File: config.mk
export PLATFORM = sky130hd
export DESIGN_NAME = stable_priority_queue
export DESIGN_NICKNAME = d
export VERILOG_FILES = /design/src/rtl/core/spq_pkg.sv /design/src/rtl/core/spq_cell.sv /design/src/rtl/core/stable_priority_queue.sv
export SDC_FILE = /design/constraint.sdc
export NUM_CORES = 2
export LEC_CHECK = 0
export BUFFER_PORTS_ARGS = -buffer_cell sky130_fd_sc_hd__buf_2
export CELL_PAD_IN_SITES_DETAIL_PLACEMENT = 1
export CELL_PAD_IN_SITES_GLOBAL_PLACEMENT = 2
export CORE_UTILIZATION = 33
export DETAILED_ROUTE_END_ITERATION = 10
export PLACE_DENSITY_LB_ADDON = 0.1
export SETUP_SLACK_MARGIN = 0.4
export SLEW_MARGIN = 25
export SYNTH_ARGS = -nofsm -noshare
export SYNTH_HDL_FRONTEND = slang
export SYNTH_SLANG_ARGS = --single-unit
File: constraint.sdc
create_clock -name clk_i -period 9.05 [get_ports clk_i]
set_clock_uncertainty 0.05 [all_clocks]
set_input_delay 0.4525 -clock clk_i [delete_from_list [all_inputs] [get_ports clk_i]]
set_output_delay 0.4525 -clock clk_i [all_outputs]
set_load 0.1 [all_outputs]
File: src/rtl/core/spq_pkg.sv
// Shared types and constants of the stable priority queue.
package spq_pkg;

  localparam int unsigned TagBits   = 16;
  localparam int unsigned PrioBits  = 8;
  localparam int unsigned CountBits = 5;

  typedef enum logic [1:0] {
    OP_PUSH   = 2'd0,
    OP_POP    = 2'd1,
    OP_CANCEL = 2'd2,
    OP_CLEAR  = 2'd3
  } spq_op_e;

  typedef enum logic [1:0] {
    ST_OK        = 2'd0,
    ST_NOT_FOUND = 2'd1,
    ST_EMPTY     = 2'd2,
    ST_FULL      = 2'd3
  } spq_status_e;

  typedef struct packed {
    logic [TagBits-1:0]  tag;
    logic [PrioBits-1:0] prio;
  } spq_entry_t;

  typedef struct packed {
    spq_op_e             operation;
    logic [TagBits-1:0]  call_tag;
    logic [PrioBits-1:0] call_priority;
  } spq_cmd_t;

  typedef struct packed {
    spq_status_e          status;
    logic [TagBits-1:0]   removed_tag;
    logic [PrioBits-1:0]  removed_priority;
    logic                 head_valid;
    logic [TagBits-1:0]   head_tag;
    logic [PrioBits-1:0]  head_priority;
    logic [CountBits-1:0] entry_count;
  } spq_result_t;

  typedef struct packed {
    spq_op_e    op;
    logic       go;
    spq_entry_t entry;
  } spq_ctrl_t;

  typedef struct packed {
    logic       valid;
    logic       stay;
    spq_entry_t entry;
  } spq_link_t;

  typedef struct packed {
    logic       valid;
    spq_entry_t entry;
  } spq_slot_t;

endpackage

File: src/rtl/core/spq_cell.sv
// One storage cell of the sorted queue chain.
module spq_cell
  import spq_pkg::*;
(
  input  logic      clk_i,
  input  logic      rst_ni,
  input  spq_ctrl_t ctrl_i,
  input  spq_link_t left_i,
  input  spq_link_t right_i,
  input  logic      hit_i,
  output spq_link_t link_o,
  output logic      hit_o,
  output logic      first_o,
  output spq_slot_t nxt_o
);

  logic       valid_q, valid_d;
  spq_entry_t entry_q, entry_d;
  logic       stay;
  logic       match;

  assign stay    = valid_q && (entry_q.prio <= ctrl_i.entry.prio);
  assign match   = valid_q && (entry_q.tag == ctrl_i.entry.tag);
  assign hit_o   = hit_i | match;
  assign first_o = match & ~hit_i;

  assign link_o = '{valid: valid_q, stay: stay, entry: entry_q};

  always_comb begin
    valid_d = valid_q;
    entry_d = entry_q;
    case (ctrl_i.op)
      OP_PUSH: begin
        if (ctrl_i.go && !stay) begin
          if (left_i.stay) begin
            valid_d = 1'b1;
            entry_d = ctrl_i.entry;
          end else begin
            valid_d = left_i.valid;
            entry_d = left_i.entry;
          end
        end
      end
      OP_POP: begin
        if (ctrl_i.go) begin
          valid_d = right_i.valid;
          entry_d = right_i.entry;
        end
      end
      OP_CANCEL: begin
        if (ctrl_i.go && hit_o) begin
          valid_d = right_i.valid;
          entry_d = right_i.entry;
        end
      end
      OP_CLEAR: begin
        if (ctrl_i.go) begin
          valid_d = 1'b0;
        end
      end
      default: ;
    endcase
  end

  assign nxt_o = '{valid: valid_d, entry: entry_d};

  always_ff @(posedge clk_i or negedge rst_ni) begin
    if (!rst_ni) begin
      valid_q <= 1'b0;
    end else begin
      valid_q <= valid_d;
    end
  end

  always_ff @(posedge clk_i) begin
    entry_q <= entry_d;
  end

endmodule

File: src/rtl/core/stable_priority_queue.sv
// Top level of the stable priority queue built as a chain of sorted cells.
//
//   channel   direction  signals                          transaction
//   command   in         start, busy, cmd_i               start high while busy low
//   result    out        result_valid_o, result_o         one cycle under result_valid_o
//
// A command is taken every cycle; busy stays low.
// Its result appears in the cycle after acceptance and lasts one cycle.
// All cells compare against the command at once and shift in the same cycle.
// Reset empties the queue; the cell contents are not cleared.
// The receiver cannot stall, so results are never held back.
module stable_priority_queue
  import spq_pkg::*;
#(
  parameter int unsigned DEPTH = 16
) (
  input  logic        clk_i,
  input  logic        rst_ni,
  input  logic        start,
  output logic        busy,
  input  spq_cmd_t    cmd_i,
  output logic        result_valid_o,
  output spq_result_t result_o
);

  localparam int unsigned CountW = $clog2(DEPTH + 1);

  logic [CountW-1:0] count_q, count_d;
  logic              full, empty, accept, found;
  spq_ctrl_t         ctrl;
  spq_link_t         link  [DEPTH];
  spq_slot_t         nxt   [DEPTH];
  logic [DEPTH:0]    hit;
  logic [DEPTH-1:0]  first;
  logic [DEPTH-1:0]  valid_vec;
  spq_entry_t        cancel_entry;
  spq_entry_t        removed;
  spq_status_e       status;
  logic [CountW+CountBits-1:0] count_ext;
  spq_result_t       result_d, result_q;
  logic              result_valid_q;

  assign busy   = 1'b0;
  assign accept = start && !busy;
  assign full   = (count_q == CountW'(DEPTH));
  assign empty  = (count_q == '0);
  assign found  = hit[DEPTH];

  always_comb begin
    ctrl.op    = cmd_i.operation;
    ctrl.entry = '{tag: cmd_i.call_tag, prio: cmd_i.call_priority};
    case (cmd_i.operation)
      OP_PUSH:   ctrl.go = accept && !full;
      OP_POP:    ctrl.go = accept && !empty;
      OP_CANCEL: ctrl.go = accept;
      OP_CLEAR:  ctrl.go = accept;
      default:   ctrl.go = 1'b0;
    endcase
  end

  assign hit[0] = 1'b0;

  for (genvar i = 0; i < DEPTH; i++) begin : g_cell
    spq_link_t left_link, right_link;

    if (i == 0) begin : g_head
      assign left_link = '{valid: 1'b0, stay: 1'b1, entry: '0};
    end else begin : g_body
      assign left_link = link[i-1];
    end

    if (i == DEPTH - 1) begin : g_tail
      assign right_link = '{valid: 1'b0, stay: 1'b0, entry: '0};
    end else begin : g_inner
      assign right_link = link[i+1];
    end

    spq_cell u_cell (
      .clk_i  (clk_i),
      .rst_ni (rst_ni),
      .ctrl_i (ctrl),
      .left_i (left_link),
      .right_i(right_link),
      .hit_i  (hit[i]),
      .link_o (link[i]),
      .hit_o  (hit[i+1]),
      .first_o(first[i]),
      .nxt_o  (nxt[i])
    );

    assign valid_vec[i] = link[i].valid;
  end

  always_comb begin
    cancel_entry = '0;
    for (int unsigned i = 0; i < DEPTH; i++) begin
      cancel_entry = cancel_entry | (first[i] ? link[i].entry : '0);
    end
  end

  always_comb begin
    count_d = count_q;
    removed = '0;
    status  = ST_OK;
    case (cmd_i.operation)
      OP_PUSH: begin
        if (full) begin
          status = ST_FULL;
        end else begin
          count_d = count_q + CountW'(1);
        end
      end
      OP_POP: begin
        if (empty) begin
          status = ST_EMPTY;
        end else begin
          removed = link[0].entry;
          count_d = count_q - CountW'(1);
        end
      end
      OP_CANCEL: begin
        if (found) begin
          removed = cancel_entry;
          count_d = count_q - CountW'(1);
        end else begin
          status = ST_NOT_FOUND;
        end
      end
      OP_CLEAR: begin
        count_d = '0;
      end
      default: ;
    endcase
  end

  assign count_ext = {{CountBits{1'b0}}, count_d};

  always_comb begin
    result_d.status           = status;
    result_d.removed_tag      = removed.tag;
    result_d.removed_priority = removed.prio;
    result_d.head_valid       = nxt[0].valid;
    result_d.head_tag         = nxt[0].valid ? nxt[0].entry.tag : '0;
    result_d.head_priority    = nxt[0].valid ? nxt[0].entry.prio : '0;
    result_d.entry_count      = count_ext[CountBits-1:0];
  end

  always_ff @(posedge clk_i or negedge rst_ni) begin
    if (!rst_ni) begin
      count_q        <= '0;
      result_valid_q <= 1'b0;
    end else begin
      result_valid_q <= accept;
      if (accept) begin
        count_q <= count_d;
      end
    end
  end

  always_ff @(posedge clk_i) begin
    if (accept) begin
      result_q <= result_d;
    end
  end

  assign result_valid_o = result_valid_q;
  assign result_o       = result_q;

  assert property (@(posedge clk_i) disable iff (!rst_ni)
    count_q <= CountW'(DEPTH))
    else $error("Occupancy exceeds the queue depth.");

  assert property (@(posedge clk_i) disable iff (!rst_ni)
    $countones(valid_vec) == int'(count_q))
    else $error("Occupied cells disagree with the occupancy count.");

  assert property (@(posedge clk_i) disable iff (!rst_ni)
    accept |=> result_valid_o)
    else $error("An accepted transaction produced no result.");

  assert property (@(posedge clk_i) disable iff (!rst_ni)
    accept && full && (cmd_i.operation == OP_PUSH) |=> $stable(count_q))
    else $error("A refused push changed the occupancy.");

  assert property (@(posedge clk_i) disable iff (!rst_ni)
    !accept |=> $stable(valid_vec))
    else $error("Cells changed without an accepted transaction.");

endmodule

==> flow_summary.yaml <==
status:
  status: "finished clean"
routing:
  drcViolationCount: 0
  final_antenna_net_count: 0
  routed_wirelength_um: 158000
  route.vias.total: 29400
  detailedRoute.firstIterationViolations: 2782
  viasPerCell: 5.99
  first_pass_iters: 7
  routedWlPerCell_um: 32.3
hold_path:
  timing.hold.worst_endpoint: "g_cell[0].u_cell.link_o[15]"
  worst_hold_path.num_cells: 3
  worst_hold_path_type: "primary input to flip-flop"
  timing.hold.worst.start: "cmd_i[15]"
floorplan:
  floorplan.io_pins: 87
  rows: 116
  initial_core_util: 0.333
  die_area_um2: 103000
  die_height_um: 320
  die-width_um: 320
  coreArea_um2: 100000
logic_synthesis:
  ys_seq_area_frac: 0.404
  asyncSetResetFlopFracSynth: 0.0476
  synth_edf_count: 416
  synth_flop_cell: "edfxtp_1"
  synthesis.yosys.warnings: 0
  syn-num-nets: 3714
  avgSynthCellArea_um2: 9.42
  synth_cell_types: 93
  ys_ff_latch: 462
  synthesis.area_um2: 33400
  syn_inst: 3549
place:
  post-place-cells: 4794
  dp_hpwl_um: 115000
  placed_area_um2: 35300
  io_buffer_count: 85
  place.gp.congestion: 0.917
power_and_ir_drop:
  irDropWorstVdd_uv: 140
  static-leakage-power_uw: 0.0142
  power.density_nw_per_um2: 227
global_routing:
  global_route_usage_over_all_layers: 0.304
  grt_pass1_vias: 30100
  number_of_antenna_violations_at_the_first_check_in_global_routing: 6
  wire_length_of_the_first_global_routing_pass_um: 227000
  globalRoute.totalOverflow: 0
  grt_max_degree: 123
sta:
  setup_tns_after_final_layout_ps: 0
  worst_slew_margin_rel: 0.296
  fmaxAchievable_mhz: 213
  worst-slew-pin-transition_ps: 1050
  grt_setup_unrepaired: "false"
  report.final.setup_viol: 0
  layout_worst_path_cycle_share: 0.518
  fin_crit_ps: 4690
  hold-worst-slack_ps: 83.5
  hold_viol_final: 0
  timing.final.max_slew_violations: 0
cts:
  cts_sink_cnt: 462
  root_driver: "clkbuf_16"
  post_cts_resize_count: 0
  cts_hold_buf: 1
  clock_transition_at_path_regs_ps: 60
  clock_tree.htree_level_count: 2
  cts-root-to-sink-buffers: 3
  clock_insertion_delay_worst_skew_ps: 680
  cts_tree: "yes"
  cts_made_buffers: 61
  post_cts_setup_bufs: 0
cells_and_area:
  final_net_count: 3666
  area_growth_syn_to_layout_pct: 11.9
  filler_cell_count: 11300
  finalNonFillerCells: 4912
  most_used_cells_in_the_layout_excluding_fill_and_tap_cells: "nand2_1, edfxtp_1, o21ai_0, mux2i_1, xor2_1"
  layout.cells.most_common: "nand2_1"
  layout.cell_area.non_filler_um2: 37400
  final_layout_size_suffix_gt1_frac: 0.104
  utilization: 0.373
job:
  max-cap-violations: 0
critical_path:
  worstPathRequired_ps: 9340
  timing.critical_path.from_type: "flip-flop"
  worst-setup-path-type: "flip-flop to flip-flop"
  path_cells: "xor2_1, or4_1, or4_1, o22ai_1, nor4_2, nand3_2, buf_4, o21ai_0, a21oi_1, nor2b_2, buf_4"
  r2r_end: "g_cell[14].u_cell.link_o[16]"
  worst_setup_path_end_kind: "flip-flop"
  max_stage_delay_ps: 610
  critical_path_s_slowest_cell: "nor2b_2"
  worst-r2r-cell-count: 11
  startpoint_of_the_lowest_slack_register_to_register_path: "g_cell[0].u_cell.link_o[21]"
  cp_delay_by_family_top: "simple AND/OR/NAND/NOR gates"
  critPathBufInv: 2
  critical_path_peak_fanout: 27
  cp_data_arrival_time_ps: 4980
  ff2ff_setup_slack_ps: 4360
## state kept, by name, summed over array words and instances (netlist names)
| name | cells |
|---|---|
| result_valid_o | 1 |
| count_q | 5 |
| result_o | 56 |
| g_cell.u_cell.valid_q | 16 |
| g_cell.u_cell.link_o | 384 |
## cell type report
type	count	area, um2	area share
Clock buffer	85	1740	0.0465
Inverter	72	273	0.00729
Tap cell	1357	1700	0.0454
Multi-Input combinational cell	2727	18700	0.500
Sequential cell	462	13500	0.361
Antenna cell	1	2.50	0.0000669
Clock inverter	31	360	0.00963
Timing Repair Buffer	177	1140	0.0304
## worst max path at each step
| stage | startpoint | end | slack, ps | cells past startpoint |
|---|---|---|---|---|
| after global placement | cmd_i[21] | g_cell[14].u_cell.link_o[12] | 3850 | 13 |
| after CTS | g_cell[0].u_cell.link_o[21] | g_cell[14].u_cell.link_o[10] | 4330 | 11 |
| after global routing | g_cell[0].u_cell.link_o[21] | g_cell[14].u_cell.link_o[10] | 4170 | 11 |
| final | g_cell[0].u_cell.link_o[21] | g_cell[14].u_cell.link_o[16] | 4360 | 11 |
| after detailed placement | cmd_i[21] | g_cell[14].u_cell.link_o[17] | 3790 | 13 |
| after floorplan | cmd_i[18] | g_cell[9].u_cell.link_o[0] | 4050 | 9 |
## synthesized netlist by cell type, types with 24 or more instances
| cell type | number | area share |
|---|---|---|
| nor2_1 | 157 | 0.018 |
| nand4_1 | 41 | 0.0077 |
| nor4_1 | 71 | 0.013 |
| a21oi_1 | 147 | 0.022 |
| nand3_1 | 67 | 0.010 |
| o21a_1 | 35 | 0.0079 |
| nor3_1 | 38 | 0.0057 |
| dfxtp_1 | 24 | 0.014 |
| o211ai_1 | 27 | 0.0061 |
| xor2_1 | 176 | 0.046 |
| ha_1 | 136 | 0.051 |
| a22oi_1 | 33 | 0.0074 |
| buf_2 | 61 | 0.0091 |
| inv_1 | 70 | 0.0079 |
| nand2b_1 | 24 | 0.0045 |
| nand2_1 | 525 | 0.059 |
| and3_1 | 38 | 0.0071 |
| a32oi_1 | 25 | 0.0065 |
| nor2b_1 | 27 | 0.0051 |
| a22o_1 | 57 | 0.015 |
| clkbuf_1 | 200 | 0.022 |
| xnor2_1 | 86 | 0.023 |
| o21ai_0 | 374 | 0.056 |
| a221oi_1 | 26 | 0.0068 |
| edfxtp_1 | 416 | 0.37 |
| a21o_1 | 44 | 0.0099 |
| mux2i_1 | 338 | 0.10 |
## worst register-to-register path, cell delays in order (launching register included)
cell,delay [ps]
dfxtp_1,540
xor2_1,140
or4_1,570
or4_1,590
o22ai_1,330
nor4_2,200
nand3_2,120
buf_4,380
o21ai_0,190
a21oi_1,210
nor2b_2,610
buf_4,410
## logic make-up after synthesis
group | count (synthesis) | synth area share
and+or+nand+nor | 1102 | 0.161
muxes | 345 | 0.104
adders and majority gates | 136 | 0.0509
DFF | 462 | 0.404
buffers and inverters | 360 | 0.0462
other | 1 | 0.000112
AOI/OAI and AO/OA | 881 | 0.166
xor gates and xnor gates | 262 | 0.0686
## layer usage
metal  share of wire  wire length (um)  up-vias  track usage
met3           0.061              9640      224       0.0415
li1                -                 -    13000            -
met5         0.00016                26        -            0
met1            0.45             70900    15100        0.418
met2            0.46             73000     1105        0.491
met4           0.030              4820        4       0.0949
## stage by stage
step	setup WS, ps	power [uW]
after floorplan	4050	4800
after global placement	3850	5790
after detailed placement	3790	5870
after CTS	4330	8510
after global routing	4170	8820
final	4360	8480
## power breakdown
group / internal, uW / switching (uW) / total, uW
Sequential: 2820 / 657 / 3480
Clock: 1560 / 1060 / 2620
Combinational: 845 / 1540 / 2390
(Power assumes the default switching activity.)
